$ cat src/design/gsw_pkg.sv
// ---------------------------------------------------------------------------
// gsw_pkg
// Types and constants shared by the sliding window counter modules.
// ---------------------------------------------------------------------------
package gsw_pkg;

  localparam int unsigned HISTORY_DEPTH_DEF = 200;
  localparam int unsigned JOB_QUEUE_DEPTH   = 4;

  localparam int unsigned IN_TDATA_W  = 40;
  localparam int unsigned OUT_TDATA_W = 104;
  localparam int unsigned CFG_DATA_W  = 16;

  // configuration register indexes
  localparam logic [1:0] CFG_WINDOW_ITEMS   = 2'd0;
  localparam logic [1:0] CFG_BUCKET_SECONDS = 2'd1;
  localparam logic [1:0] CFG_MAX_COUNT      = 2'd2;

  localparam logic [15:0] WINDOW_ITEMS_RST   = 16'd10000;
  localparam logic [5:0]  BUCKET_SECONDS_RST = 6'd6;
  localparam logic [11:0] MAX_COUNT_RST      = 12'd1200;

  localparam logic [11:0] SECONDS_PER_HOUR = 12'd3600;
  localparam logic [31:0] MS_PER_SECOND    = 32'd1000;
  localparam logic [15:0] BUCKET_MAX       = 16'hFFFF;
  localparam logic [23:0] SUM_MAX          = 24'hFFFFFF;

  typedef struct packed {
    logic        we;
    logic [1:0]  idx;
    logic [15:0] data;
  } cfg_wr_t;

  // one noise-free closed window handed to the back end
  typedef struct packed {
    logic [15:0] tally;
    logic [31:0] elapsed;
  } job_t;

  typedef struct packed {
    logic [11:0] count_time_seconds;
    logic [23:0] count_sum;
    logic [15:0] window_pulses;
    logic [15:0] ms_fraction;
    logic [11:0] total_seconds;
    logic [19:0] total_hours;
  } result_t;

  typedef struct packed {
    logic        start;
    logic [11:0] dividend;
    logic [5:0]  divisor;
  } mod_req_t;

  typedef struct packed {
    logic       busy;
    logic       done;
    logic [5:0] rem;
  } mod_stat_t;

endpackage

$ cat src/design/gsw_front.sv
// ---------------------------------------------------------------------------
// gsw_front
// Accepts samples, tracks noise edges, pulse tally and the window counter,
// and queues a job for every noise-free window that closes.
// ---------------------------------------------------------------------------
module gsw_front import gsw_pkg::*; (
  input  logic        clk,
  input  logic        rst_n,
  input  cfg_wr_t     cfg,
  input  logic        in_tvalid,
  output logic        in_tready,
  input  logic        noise_level,
  input  logic [1:0]  pulse_count,
  input  logic [31:0] now_ms,
  input  logic        q_full,
  output logic        q_push,
  output job_t        q_job
);

  logic [15:0] wi_r, wi_nxt;
  logic [15:0] lc_r, lc_nxt;
  logic        latch_r, latch_nxt;
  logic        seen_r, seen_nxt;
  logic [15:0] tally_r, tally_nxt;
  logic [31:0] prev_r, prev_nxt;

  logic        accept;
  logic        seen_now;
  logic        close;
  logic [16:0] tally_sum;
  logic [15:0] tally_sat;

  assign in_tready = !q_full;

  always_comb begin
    accept    = in_tvalid && in_tready;
    seen_now  = seen_r | (noise_level & ~latch_r);
    tally_sum = {1'b0, tally_r} + 17'(pulse_count);
    tally_sat = tally_sum[16] ? BUCKET_MAX : tally_sum[15:0];
    close     = (lc_r == wi_r);

    q_push        = accept && close && !seen_now;
    q_job.tally   = tally_sat;
    q_job.elapsed = now_ms - prev_r;

    wi_nxt    = wi_r;
    lc_nxt    = lc_r;
    latch_nxt = latch_r;
    seen_nxt  = seen_r;
    tally_nxt = tally_r;
    prev_nxt  = prev_r;

    if (cfg.we && cfg.idx == CFG_WINDOW_ITEMS) begin
      wi_nxt = cfg.data;
    end

    if (accept) begin
      latch_nxt = noise_level;
      if (close) begin
        // restart the window whether or not it was noisy
        prev_nxt  = now_ms;
        tally_nxt = '0;
        seen_nxt  = 1'b0;
        lc_nxt    = 16'd1;
      end else begin
        tally_nxt = tally_sat;
        seen_nxt  = seen_now;
        lc_nxt    = lc_r + 16'd1;
      end
    end
  end

  always_ff @(posedge clk) begin
    if (!rst_n) begin
      wi_r    <= WINDOW_ITEMS_RST;
      lc_r    <= '0;
      latch_r <= 1'b0;
      seen_r  <= 1'b0;
      tally_r <= '0;
      prev_r  <= '0;
    end else begin
      wi_r    <= wi_nxt;
      lc_r    <= lc_nxt;
      latch_r <= latch_nxt;
      seen_r  <= seen_nxt;
      tally_r <= tally_nxt;
      prev_r  <= prev_nxt;
    end
  end

endmodule

$ cat src/design/gsw_fifo.sv
// ---------------------------------------------------------------------------
// gsw_fifo
// Small job queue between the front and back ends.
// ---------------------------------------------------------------------------
module gsw_fifo import gsw_pkg::*; (
  input  logic clk,
  input  logic rst_n,
  input  logic push,
  input  job_t push_job,
  input  logic pop,
  output logic empty,
  output logic full,
  output job_t head
);

  localparam int unsigned PTR_W = $clog2(JOB_QUEUE_DEPTH);
  localparam int unsigned CNT_W = $clog2(JOB_QUEUE_DEPTH + 1);

  job_t             entry_r [JOB_QUEUE_DEPTH];
  logic [PTR_W-1:0] wr_ptr_r, wr_ptr_nxt;
  logic [PTR_W-1:0] rd_ptr_r, rd_ptr_nxt;
  logic [CNT_W-1:0] cnt_r, cnt_nxt;

  assign empty = (cnt_r == '0);
  assign full  = (cnt_r == CNT_W'(JOB_QUEUE_DEPTH));
  assign head  = entry_r[rd_ptr_r];

  always_comb begin
    wr_ptr_nxt = wr_ptr_r;
    rd_ptr_nxt = rd_ptr_r;
    cnt_nxt    = cnt_r;
    if (push) begin
      wr_ptr_nxt = (wr_ptr_r == PTR_W'(JOB_QUEUE_DEPTH - 1)) ? '0 : wr_ptr_r + 1'b1;
    end
    if (pop) begin
      rd_ptr_nxt = (rd_ptr_r == PTR_W'(JOB_QUEUE_DEPTH - 1)) ? '0 : rd_ptr_r + 1'b1;
    end
    case ({push, pop})
      2'b10:   cnt_nxt = cnt_r + 1'b1;
      2'b01:   cnt_nxt = cnt_r - 1'b1;
      default: cnt_nxt = cnt_r;
    endcase
  end

  always_ff @(posedge clk) begin
    if (push) begin
      entry_r[wr_ptr_r] <= push_job;
    end
  end

  always_ff @(posedge clk) begin
    if (!rst_n) begin
      wr_ptr_r <= '0;
      rd_ptr_r <= '0;
      cnt_r    <= '0;
    end else begin
      wr_ptr_r <= wr_ptr_nxt;
      rd_ptr_r <= rd_ptr_nxt;
      cnt_r    <= cnt_nxt;
    end
  end

endmodule

$ cat src/design/gsw_mod.sv
// ---------------------------------------------------------------------------
// gsw_mod
// Bit-serial remainder unit: seconds of the hour modulo bucket length,
// one dividend bit per cycle.
// ---------------------------------------------------------------------------
module gsw_mod import gsw_pkg::*; (
  input  logic      clk,
  input  logic      rst_n,
  input  mod_req_t  req,
  output mod_stat_t stat
);

  localparam int unsigned STEPS = $bits(req.dividend);
  localparam int unsigned CNT_W = $clog2(STEPS);

  logic             run_r, run_nxt;
  logic             done_r, done_nxt;
  logic [CNT_W-1:0] cnt_r, cnt_nxt;
  logic [STEPS-1:0] dvd_r, dvd_nxt;
  logic [5:0]       rem_r, rem_nxt;
  logic [5:0]       dsr_r, dsr_nxt;
  logic [6:0]       trial;

  always_comb begin
    run_nxt  = run_r;
    done_nxt = 1'b0;
    cnt_nxt  = cnt_r;
    dvd_nxt  = dvd_r;
    rem_nxt  = rem_r;
    dsr_nxt  = dsr_r;
    trial    = {rem_r, dvd_r[STEPS-1]};

    if (req.start) begin
      run_nxt = 1'b1;
      cnt_nxt = '0;
      dvd_nxt = req.dividend;
      rem_nxt = '0;
      // a zero bucket length acts as one
      dsr_nxt = (req.divisor == '0) ? 6'd1 : req.divisor;
    end else if (run_r) begin
      dvd_nxt = {dvd_r[STEPS-2:0], 1'b0};
      if (trial >= {1'b0, dsr_r}) begin
        rem_nxt = 6'(trial - {1'b0, dsr_r});
      end else begin
        rem_nxt = trial[5:0];
      end
      cnt_nxt = cnt_r + 1'b1;
      if (cnt_r == CNT_W'(STEPS - 1)) begin
        run_nxt  = 1'b0;
        done_nxt = 1'b1;
      end
    end
  end

  always_ff @(posedge clk) begin
    if (!rst_n) begin
      run_r  <= 1'b0;
      done_r <= 1'b0;
      cnt_r  <= '0;
    end else begin
      run_r  <= run_nxt;
      done_r <= done_nxt;
      cnt_r  <= cnt_nxt;
    end
  end

  always_ff @(posedge clk) begin
    dvd_r <= dvd_nxt;
    rem_r <= rem_nxt;
    dsr_r <= dsr_nxt;
  end

  assign stat.busy = req.start | run_r | done_r;
  assign stat.done = done_r;
  assign stat.rem  = rem_r;

endmodule

$ cat src/design/gsw_back.sv
// ---------------------------------------------------------------------------
// gsw_back
// Window bookkeeping: bucket ring roll, running sum, time accumulation,
// hour wrap, and the registered result stage.
// ---------------------------------------------------------------------------
module gsw_back import gsw_pkg::*; #(
  parameter int unsigned HISTORY_DEPTH = HISTORY_DEPTH_DEF
) (
  input  logic      clk,
  input  logic      rst_n,
  input  cfg_wr_t   cfg,
  input  logic      job_valid,
  input  job_t      job,
  output logic      job_pop,
  output mod_req_t  mod_req,
  input  mod_stat_t mod_stat,
  output logic      out_tvalid,
  input  logic      out_tready,
  output result_t   res
);

  localparam int unsigned PTR_W = $clog2(HISTORY_DEPTH);
  localparam logic [PTR_W-1:0] PTR_LAST = PTR_W'(HISTORY_DEPTH - 1);

  logic [15:0] ring_mem [HISTORY_DEPTH];

  logic [5:0]       bs_r, bs_nxt;
  logic [11:0]      max_r, max_nxt;
  logic             start_r, start_nxt;
  logic [PTR_W-1:0] ptr_r, ptr_nxt;
  logic             wrapped_r, wrapped_nxt;
  logic [15:0]      cur_r, cur_nxt;
  logic [23:0]      sum_r, sum_nxt;
  logic [31:0]      acc_r, acc_nxt;
  logic [11:0]      cs_r, cs_nxt;
  logic [11:0]      sih_r, sih_nxt;
  logic [19:0]      hour_r, hour_nxt;
  logic [11:0]      last_r, last_nxt;
  logic [5:0]       phase_r, phase_nxt;
  logic             rd_ok_r;
  logic             rd_live_r;
  logic [15:0]      rd_data_r;
  logic             out_valid_r, out_valid_nxt;
  result_t          res_r, res_nxt;

  logic             fire;
  logic             roll;
  logic             tick;
  logic             hour_wrap;
  logic [PTR_W-1:0] ptr_ahead;
  logic [5:0]       bs_eff;
  logic [6:0]       phase_inc;
  logic [15:0]      next_old;
  logic [15:0]      old;
  logic [23:0]      sum_a;
  logic [16:0]      bucket_add;
  logic [15:0]      nv;
  logic [24:0]      sum_add;
  logic [32:0]      acc_add;
  logic [31:0]      acc_sat;
  logic [11:0]      sih_inc;

  always_comb begin
    ptr_ahead = (ptr_r == PTR_LAST) ? '0 : ptr_r + 1'b1;
    bs_eff    = (bs_r == '0) ? 6'd1 : bs_r;
    next_old  = rd_live_r ? rd_data_r : 16'd0;

    fire    = job_valid && rd_ok_r && !mod_stat.busy && (!out_valid_r || out_tready);
    job_pop = fire;

    roll  = (phase_r == '0) && (last_r != sih_r);
    old   = roll ? 16'd0 : cur_r;
    sum_a = sum_r;
    if (roll) begin
      sum_a = (sum_r >= {8'd0, next_old}) ? sum_r - {8'd0, next_old} : 24'd0;
    end

    bucket_add = {1'b0, old} + {1'b0, job.tally};
    nv         = bucket_add[16] ? BUCKET_MAX : bucket_add[15:0];
    sum_add    = {1'b0, sum_a} + {9'd0, 16'(nv - old)};

    acc_add = {1'b0, acc_r} + {1'b0, job.elapsed};
    acc_sat = acc_add[32] ? 32'hFFFF_FFFF : acc_add[31:0];
    tick    = (acc_sat >= MS_PER_SECOND);

    sih_inc   = sih_r + 12'd1;
    hour_wrap = tick && (sih_inc == SECONDS_PER_HOUR);
    phase_inc = {1'b0, phase_r} + 7'd1;

    bs_nxt        = bs_r;
    max_nxt       = max_r;
    start_nxt     = 1'b0;
    ptr_nxt       = ptr_r;
    wrapped_nxt   = wrapped_r;
    cur_nxt       = cur_r;
    sum_nxt       = sum_r;
    acc_nxt       = acc_r;
    cs_nxt        = cs_r;
    sih_nxt       = sih_r;
    hour_nxt      = hour_r;
    last_nxt      = last_r;
    phase_nxt     = phase_r;
    out_valid_nxt = out_valid_r && !out_tready;
    res_nxt       = res_r;

    if (cfg.we) begin
      case (cfg.idx)
        CFG_BUCKET_SECONDS: begin
          bs_nxt    = cfg.data[5:0];
          start_nxt = 1'b1;
        end
        CFG_MAX_COUNT: max_nxt = cfg.data[11:0];
        default: ;
      endcase
    end

    // recomputed bucket phase after a bucket length change
    if (mod_stat.done) begin
      phase_nxt = mod_stat.rem;
    end

    if (fire) begin
      if (roll) begin
        ptr_nxt  = ptr_ahead;
        last_nxt = sih_r;
        if (ptr_r == PTR_LAST) begin
          wrapped_nxt = 1'b1;
        end
      end
      cur_nxt = nv;
      sum_nxt = sum_add[24] ? SUM_MAX : sum_add[23:0];
      acc_nxt = tick ? acc_sat - MS_PER_SECOND : acc_sat;
      if (tick) begin
        cs_nxt = (cs_r >= max_r) ? max_r : cs_r + 12'd1;
        if (hour_wrap) begin
          sih_nxt   = '0;
          hour_nxt  = hour_r + 20'd1;
          phase_nxt = '0;
        end else begin
          sih_nxt   = sih_inc;
          phase_nxt = (phase_inc == {1'b0, bs_eff}) ? 6'd0 : phase_inc[5:0];
        end
      end

      out_valid_nxt              = 1'b1;
      res_nxt.total_hours        = hour_nxt;
      res_nxt.total_seconds      = sih_nxt;
      res_nxt.ms_fraction        = (acc_nxt[31:16] != '0) ? 16'hFFFF : acc_nxt[15:0];
      res_nxt.window_pulses      = job.tally;
      res_nxt.count_sum          = sum_nxt;
      res_nxt.count_time_seconds = cs_nxt;
    end
  end

  assign mod_req.start    = start_r;
  assign mod_req.dividend = sih_r;
  assign mod_req.divisor  = bs_r;

  // ring: current bucket write, read-ahead of the next bucket
  always_ff @(posedge clk) begin
    if (fire) begin
      ring_mem[ptr_nxt] <= nv;
    end
    rd_data_r <= ring_mem[ptr_ahead];
  end

  always_ff @(posedge clk) begin
    if (!rst_n) begin
      bs_r        <= BUCKET_SECONDS_RST;
      max_r       <= MAX_COUNT_RST;
      start_r     <= 1'b0;
      ptr_r       <= '0;
      wrapped_r   <= 1'b0;
      cur_r       <= '0;
      sum_r       <= '0;
      acc_r       <= '0;
      cs_r        <= '0;
      sih_r       <= '0;
      hour_r      <= '0;
      last_r      <= '0;
      phase_r     <= '0;
      rd_ok_r     <= 1'b0;
      rd_live_r   <= 1'b0;
      out_valid_r <= 1'b0;
    end else begin
      bs_r        <= bs_nxt;
      max_r       <= max_nxt;
      start_r     <= start_nxt;
      ptr_r       <= ptr_nxt;
      wrapped_r   <= wrapped_nxt;
      cur_r       <= cur_nxt;
      sum_r       <= sum_nxt;
      acc_r       <= acc_nxt;
      cs_r        <= cs_nxt;
      sih_r       <= sih_nxt;
      hour_r      <= hour_nxt;
      last_r      <= last_nxt;
      phase_r     <= phase_nxt;
      // drop the read-ahead for one cycle after the pointer moves
      rd_ok_r     <= !(fire && roll);
      // entries ahead of the pointer are unwritten until it has wrapped
      rd_live_r   <= wrapped_r || (ptr_r == PTR_LAST);
      out_valid_r <= out_valid_nxt;
    end
  end

  always_ff @(posedge clk) begin
    res_r <= res_nxt;
  end

  assign out_tvalid = out_valid_r;
  assign res        = res_r;

endmodule

$ cat src/design/geiger_sliding_window_counter_top.sv
// ---------------------------------------------------------------------------
// geiger_sliding_window_counter_top
// Sliding window radiation counter: samples in, one status result per
// noise-free closed window out.
// ---------------------------------------------------------------------------
//  Channel | Direction | Handshake          | Payload
//  in_     | input     | in_tvalid/tready   | in_tdata  : sample (40 bits)
//  out_    | output    | out_tvalid/tready  | out_tdata : status (104 bits)
//  cfg_    | input     | cfg_we             | cfg_index, cfg_wdata
//
//  One sample is taken per cycle; the front end never waits on the result
//  side except when the 4-entry job queue is full.
//  The back end retires one closed window per cycle while the result side
//  keeps up; a window that advances the bucket pointer stalls the back end
//  while the ring read-ahead is refetched. A bucket_seconds write holds the
//  back end while the 12-step remainder unit recomputes the bucket phase.
//  Reset is synchronous and needs no clearing pass: ring entries not yet
//  reached by the pointer read as zero until it first wraps.
// ---------------------------------------------------------------------------
module geiger_sliding_window_counter_top import gsw_pkg::*; #(
  parameter int unsigned HISTORY_DEPTH = HISTORY_DEPTH_DEF
) (
  input  logic                   clk,
  input  logic                   rst_n,
  input  logic                   in_tvalid,
  output logic                   in_tready,
  // noise_level[0], pulse_count[2:1], now_ms[34:3], zero pad
  input  logic [IN_TDATA_W-1:0]  in_tdata,
  output logic                   out_tvalid,
  input  logic                   out_tready,
  // total_hours[19:0], total_seconds[31:20], ms_fraction[47:32],
  // window_pulses[63:48], count_sum[87:64], count_time_seconds[99:88], zero pad
  output logic [OUT_TDATA_W-1:0] out_tdata,
  input  logic                   cfg_we,
  input  logic [1:0]             cfg_index,
  input  logic [CFG_DATA_W-1:0]  cfg_wdata
);

  cfg_wr_t   cfg;
  logic      q_push;
  job_t      q_job;
  logic      q_full;
  logic      q_empty;
  job_t      q_head;
  logic      q_pop;
  mod_req_t  mod_req;
  mod_stat_t mod_stat;
  result_t   res;

  assign cfg.we   = cfg_we;
  assign cfg.idx  = cfg_index;
  assign cfg.data = cfg_wdata;

  gsw_front u_front (
    .clk         (clk),
    .rst_n       (rst_n),
    .cfg         (cfg),
    .in_tvalid   (in_tvalid),
    .in_tready   (in_tready),
    .noise_level (in_tdata[0]),
    .pulse_count (in_tdata[2:1]),
    .now_ms      (in_tdata[34:3]),
    .q_full      (q_full),
    .q_push      (q_push),
    .q_job       (q_job)
  );

  gsw_fifo u_fifo (
    .clk      (clk),
    .rst_n    (rst_n),
    .push     (q_push),
    .push_job (q_job),
    .pop      (q_pop),
    .empty    (q_empty),
    .full     (q_full),
    .head     (q_head)
  );

  gsw_mod u_mod (
    .clk   (clk),
    .rst_n (rst_n),
    .req   (mod_req),
    .stat  (mod_stat)
  );

  gsw_back #(
    .HISTORY_DEPTH (HISTORY_DEPTH)
  ) u_back (
    .clk        (clk),
    .rst_n      (rst_n),
    .cfg        (cfg),
    .job_valid  (!q_empty),
    .job        (q_head),
    .job_pop    (q_pop),
    .mod_req    (mod_req),
    .mod_stat   (mod_stat),
    .out_tvalid (out_tvalid),
    .out_tready (out_tready),
    .res        (res)
  );

  assign out_tdata = {4'd0, res.count_time_seconds, res.count_sum, res.window_pulses,
                      res.ms_fraction, res.total_seconds, res.total_hours};

endmodule

$ cat config.mk
export PLATFORM = sky130hd
export DESIGN_NAME = geiger_sliding_window_counter_top
export DESIGN_NICKNAME = d
export VERILOG_FILES = /design/src/design/gsw_pkg.sv /design/src/design/gsw_front.sv /design/src/design/gsw_fifo.sv /design/src/design/gsw_mod.sv /design/src/design/gsw_back.sv /design/src/design/geiger_sliding_window_counter_top.sv
export SDC_FILE = /design/constraint.sdc
export NUM_CORES = 2
export LEC_CHECK = 0
export ABC_AREA = 1
export BUFFER_PORTS_ARGS = -buffer_cell sky130_fd_sc_hd__clkbuf_2
export CORE_ASPECT_RATIO = 1.75
export CORE_MARGIN = 1
export CORE_UTILIZATION = 55
export CTS_CLUSTER_DIAMETER = 100
export CTS_CLUSTER_SIZE = 20
export DETAILED_ROUTE_END_ITERATION = 16
export PLACE_DENSITY = 0.71
export SLEW_MARGIN = 20
export SYNTH_ARGS = -nofsm -noshare
export SYNTH_HDL_FRONTEND = slang
export SYNTH_HIERARCHICAL = 1
export SYNTH_SLANG_ARGS = --single-unit
$ cat constraint.sdc
create_clock -name clk -period 16 [get_ports clk]
set_input_delay 3.2 -clock clk [delete_from_list [all_inputs] [get_ports clk]]
set_output_delay 3.2 -clock clk [all_outputs]
set_load 0.01 [all_outputs]
======== After elaboration in Yosys (flattened, before gate mapping) ========
Memories as Yosys holds them, arrays and structs flattened. A register that Yosys moved wholly into a read port is not among the register bits.
Cells that the tools add are included.
cells by class
  add/subtract/negate cells ............... 20
  $mul .................................... 0
  divide/modulo/power cells ............... 0
  $lt $le $gt $ge ......................... 4
  equality and inequality tests ........... 13
  shift-type cells ........................ 0
  multiplexer cells ....................... 45
  bitwise operators ....................... 7
  reductions and logical operators ........ 35
operators by type and width
  operator                                                number
  2-to-1 mux 16 bit                                       6
  2-to-1 mux 12 bit                                       6
  2-to-1 mux 24 bit                                       3
  2-to-1 mux 32 bit                                       2
  2-to-1 mux 6 bit                                        7
  2-to-1 mux 20 bit                                       2
  adder 32 x 32 -> 33 bit                                 1
  >= comparator 32 x 10 -> 1 bit (second input constant)  1
  subtractor 32 x 10 -> 32 bit (second input constant)    1
  subtractor 32 bit                                       1
  adder 24 x 16 -> 25 bit                                 1
  adder 12 x 1 -> 12 bit (second input constant)          2
  >= comparator 24 x 16 -> 1 bit                          1
  2-to-1 mux 8 bit                                        3
  subtractor 24 x 16 -> 24 bit                            1
  adder 20 x 1 -> 20 bit (second input constant)          1
  adder 16 x 16 -> 17 bit                                 1
  adder 16 x 2 -> 17 bit                                  1
  adder 16 x 1 -> 16 bit (second input constant)          1
  == test 16 bit                                          1
  nonzero test 16 bit                                     1
  subtractor 16 bit                                       1
  == test 12 bit (second input constant)                  1
  >= comparator 12 bit                                    1
  other kinds (32)                                        77
storage, ports and cells
  bits in registers ....................... 384
  bits in latches ......................... 0
  memory bits (writable) .................. 3392
  ROM bits ................................ 0
  bits of input ports ..................... 63
  memories ................................ 2
memory list
  memory           words  width  read ports  clocked after Yosys merged registers in  write ports  line            RTL
  u_back.ring_mem  200    16     1           1                                        1            gsw_back.sv:25  logic [15:0] ring_mem [HISTORY_DEPTH];
  u_fifo.entry_r   4      48     1           1                                        1            gsw_fifo.sv:19  job_t entry_r [JOB_QUEUE_DEPTH];

======== Longest topological paths before layout ========
  word-level depth ........................ 8
  mapped depth ............................ 48
  mapped depth without buffers ............ 46

======== Modules after synthesis ========
The synthesis kept the hierarchy.
modules (own cells, without submodules)
  module                             times used  cells each  area an instance (µm²)  sequential area each (µm²)
  gsw_back                           1           11891       143747.9                102718.5
  gsw_fifo                           1           525         7639.8                  5945.7
  gsw_front                          1           1099        6221.0                  1641.6
  gsw_mod                            1           192         1610.3                  780.7
  geiger_sliding_window_counter_top  1           6           37.5                    0.0

======== Least setup slack after synthesis ========
OpenSTA, ideal clock, no wires.
  path type ............................... register to register
  start point ............................. register u_back.phase_r[0]
  end point ............................... register u_back.sum_r[23]
  setup time .............................. 0.064 ns
  arrival time ............................ 14.562 ns
  data required time ...................... 15.936 ns
  path slack .............................. 1.374 ns
  stages on the path, launching flop included .. 39
  buffers on the path ..................... 3
  period minus slack after synthesis ...... 14.626 ns
  cell sequence ........................... dfxtp_1 > inv_1 > ha_1 > nand3_1 > nor3_1 > nand2_1 > inv_1 > clkbuf_1 > clkbuf_1 > nor2_1 > ha_1 > nand2_1 > o21ai_0 > inv_1 > nand2_1 > inv_1 > o21ai_0 > inv_1 > [... 3 more ...] > a21boi_0 > nor2_1 > a2111oi_0 > nand2_1 > nand2_1 > nand2_1 > ha_1 > nand2_1 > nor2_1 > nand2_1 > o21ai_0 > nand2_1 > nor3_1 > nand2_1 > buf_2 > nand3_1 > nor2_1 > nor2_1
between the ends
  cells in the longest elaborated chain, start to end .. 8
ends and longest elaborated chain
  what                     line             RTL
  from (decl)              gsw_back.sv:39   logic [5:0] phase_r, phase_nxt;
  from (signal assigned)   gsw_back.sv:198  phase_r <= phase_nxt;
  logical NOT 6 bit        gsw_back.sv:71   roll = (phase_r == '0) && (last_r != sih_r);
  logical AND 1 bit        gsw_back.sv:71
  2-to-1 mux 16 bit        gsw_back.sv:72   old = roll ? 16'd0 : cur_r;
  adder 16 x 16 -> 17 bit  gsw_back.sv:78   bucket_add = {1'b0, old} + {1'b0, job.tally};
  2-to-1 mux 16 bit        gsw_back.sv:79   nv = bucket_add[16] ? BUCKET_MAX : bucket_add[15:0];
  net u_back.nv[10]        gsw_back.sv:57   logic [15:0] nv;
  subtractor 16 bit        gsw_back.sv:80   sum_add = {1'b0, sum_a} + {9'd0, 16'(nv - old)};
  adder 24 x 16 -> 25 bit  gsw_back.sv:80
  2-to-1 mux 24 bit        gsw_back.sv:131  sum_nxt = sum_add[24] ? SUM_MAX : sum_add[23:0];
  to (signal assigned)     gsw_back.sv:192  sum_r <= sum_nxt;
  to (decl)                gsw_back.sv:33   logic [23:0] sum_r, sum_nxt;
The timed path passes the listed nets, and every way through them passes these cells.
A chain may end at the register's enable or synchronous reset.

==> results.json <==
{
  "status": "complete, no violations",
  "worst_slack_ns": 6.007,
  "ys_types": 69,
  "htreeDepth": 4,
  "io_pins": 169,
  "reg2reg_depth": 33,
  "multi_input_area_um2": 42440,
  "synth-edff-count": 3510,
  "rsz0062_at_grt": "false",
  "ir_drop_mv": 0.1953,
  "ctsResizeCount": 0,
  "initial_core_util": 0.5523,
  "grt.total_usage": 0.3042,
  "reg2reg_slack_ns": 6.01,
  "holdPathStages": 0,
  "antenna_found_initial": 6,
  "fin_worst_skew_ns": 0.06270,
  "finalCritPeriodShare": 0.6246,
  "root_buffer": "clkbuf_16",
  "path_common_cell": "nand2_1",
  "switchingPower_mw": 7.938,
  "p_leak_nw": 56.74,
  "cts.sink_count": 3794,
  "postCtsSetupRepairBufs": 0,
  "dp_hpwl_um": 273500,
  "vias": 110291,
  "fp.dieW_um": 408.8,
  "areaGrowthSynthToFinish_pct": 6.872,
  "crit_fanout": 67,
  "die_area_um2": 291800,
  "drive_gt1_frac": 0.06564,
  "totalWireLength_um": 455100,
  "critPathKind": "flop to flop",
  "setup_tns_ns": 0,
  "yosys_register_bits": 3794,
  "final_cell_mix": "3510 x edfxtp_1, 2596 x nor2_1, 2217 x o21ai_0",
  "syn_area_um2": 159300,
  "crit_required_ns": 16.86,
  "place.gp.congestion": 0.9071,
  "finalCoreUtilization": 0.5902,
  "critPathSlowestCell": "dfxtp_1",
  "synth.area.top_cells": "edfxtp_1 66%, o21ai_0 7.0%, nor2_1 6.1%, dfxtp_1 3.6%, o22ai_1 2.9%",
  "core-area_um2": 288400,
  "dominantRegCellSynth": "edfxtp_1",
  "drc_errors": 0,
  "post-route-min-period_ns": 9.993,
  "slew_headroom": 0.2378,
  "switching_share": 0.3279,
  "clk_path_buf_depth": 4,
  "grt_start_max_net_pins": 215,
  "drtAntennaViolNets": 0,
  "grt_pass1_wl_um": 669300,
  "row_count": 261,
  "place_ws_ns": 6.032,
  "comb_power_share": 0.255,
  "die-height_um": 713.8,
  "portBuffers": 159,
  "finalHoldViolations": 0,
  "clkPwrFrac": 0.230,
  "cts_tree": "built",
  "yosys_warnings": 6,
  "clk_pin_slew_ns": 0.09,
  "max_cap_viol_count": 0,
  "cts_made_buffers": 215,
  "whs_endpoint": "u_mod/dsr_r[3]",
  "setup_viol": 0,
  "drtPass1Iterations": 8,
  "worstSetupEndpointType": "flop",
  "reg2reg_to": "u_back/sum_r[8]",
  "hold_class": "flop to flop",
  "nFillCells": 22535,
  "p_int_mw": 16.27,
  "synthCells": 13713,
  "drt_iter0_markers": 13303,
  "viasPerCell": 6.314,
  "ctsHoldBuffers": 0,
  "synth_seq_area_share": 0.6975,
  "clock_latency_ns": 0.94,
  "final-seq-area_um2": 111100,
  "crit_arrival_ns": 10.85,
  "critPathMaxStageDelay_ns": 0.79,
  "post-synth-top-area-cell": "edfxtp_1",
  "synth_top_area_share": 0.6618,
  "cellPowerDensity_nw_per_um2": 142.3,
  "async_flop_share": 0,
  "final_common_cell": "edfxtp_1",
  "min_from": "u_back/bs_r[3]",
  "startpoint_type": "flop",
  "synth_area_per_cell_um2": 11.61,
  "grt_pass1_vias": 107933,
  "overflow": 0,
  "tightestPinTransition_ns": 1.142,
  "slew_viol_final": 0,
  "fmax_mhz": 100.1,
  "seqPwrFrac": 0.515,
  "wl_per_cell_um": 26.05,
  "final_nets": 13789
}
-- worst max path at each step --
stage                                 start               end  slack, ns  depth (start not counted)
final                                  flop   u_back/sum_r[8]       6.01                         33
after detailed placement               flop   u_back/sum_r[8]       6.03                         34
after CTS                              flop   u_back/sum_r[8]       5.97                         34
after floorplan           u_back/phase_r[0]  u_back/sum_r[23]       1.37                         38
after global placement      u_back/sih_r[8]   u_back/sum_r[8]       5.89                         41
after global routing        u_back/sih_r[9]  u_back/sum_r[18]       4.92                         40
-- logic make-up after synthesis --
family / share of synthesized area
AOI/OAI and AO/OA: 0.1344
other: 0.00002355
buffers and inverters: 0.03755
xor gates and xnor gates: 0.007919
adders and majority gates: 0.01358
DFF: 0.6975
and+or+nand+nor: 0.1090
-- state kept, by name, summed over array words and instances, names as in the netlist, 20 cells and up, named ones only --
name and count:
u_back/hour_r 20, u_front/prev_r 32, u_back/res 100, u_back/sum_r 24, u_back/ring_mem 3200, u_back/acc_r 32
u_fifo/entry_r 192
-- power groups by stage --
stage               clock network (mW)  logic (mW)  registers (mW)
floorplan                            0        3.59            13.2
global placement                     0        5.83            12.7
detailed placement                   0        6.02            12.7
CTS                               5.64        6.04            12.5
global route                      5.94        6.62            12.5
finish                            5.58        6.17            12.5
-- synth_stat cells, drive strengths merged, types with 18 or more instances --
master / instances
edfxtp: 3510
nor2: 2648
o21ai: 2277
nand2: 1092
o22ai: 749
clkbuf: 748
inv: 630
nand3: 392
a21oi: 322
dfxtp: 284
o221ai: 251
ha: 160
buf: 122
xor2: 107
o211ai: 96
nor3: 63
nand4: 59
xnor2: 37
a31oi: 26
o21bai: 23
or2: 19
nand3b: 18
-- worst max-delay path: cells and delay by family (launching register included) --
kind / cells / cell delay [ns]
buffers and inverters: 5 / 1.38
AOI/OAI and AO/OA: 10 / 3.10
DFF: 1 / 0.79
adders and majority gates: 3 / 1.22
and+or+nand+nor: 15 / 3.39
-- final cells by class --
cell class / instances / area share
timing repair buffer: 495 / 0.02103
multi-input combinational: 8416 / 0.2494
tap: 3813 / 0.02803
clock buffer: 302 / 0.03365
antenna: 5 / 0.00007351
inverter: 636 / 0.01445
sequential: 3794 / 0.6527
clock inverter: 7 / 0.0006984
-- through the flow --
stage / hold slack (ns) / power [mW] / cells / cell area, um^2
floorplan: 0.4386 / 16.75 / 13716 / 159300
global placement: 0.4481 / 18.51 / 17151 / 164200
detailed placement: 0.4568 / 18.71 / 17151 / 164200
CTS: 0.4770 / 24.15 / 17460 / 170100
global route: 0.4979 / 25.04 / 17464 / 170200
finish: 0.4813 / 24.21 / 17468 / 170200
-- routing by layer --
| metal | global-route usage | wire length (um) | vias to the layer above |
|---|---|---|---|
| met5 | 0 | 13 | - |
| met4 | 0.2150 | 37030 | 2 |
| met3 | 0.03516 | 35540 | 1265 |
| met2 | 0.5312 | 229100 | 5783 |
| met1 | 0.3475 | 153500 | 54116 |
| li1 | - | - | 49125 |
Note: power is estimated with default switching activity, not from simulation.
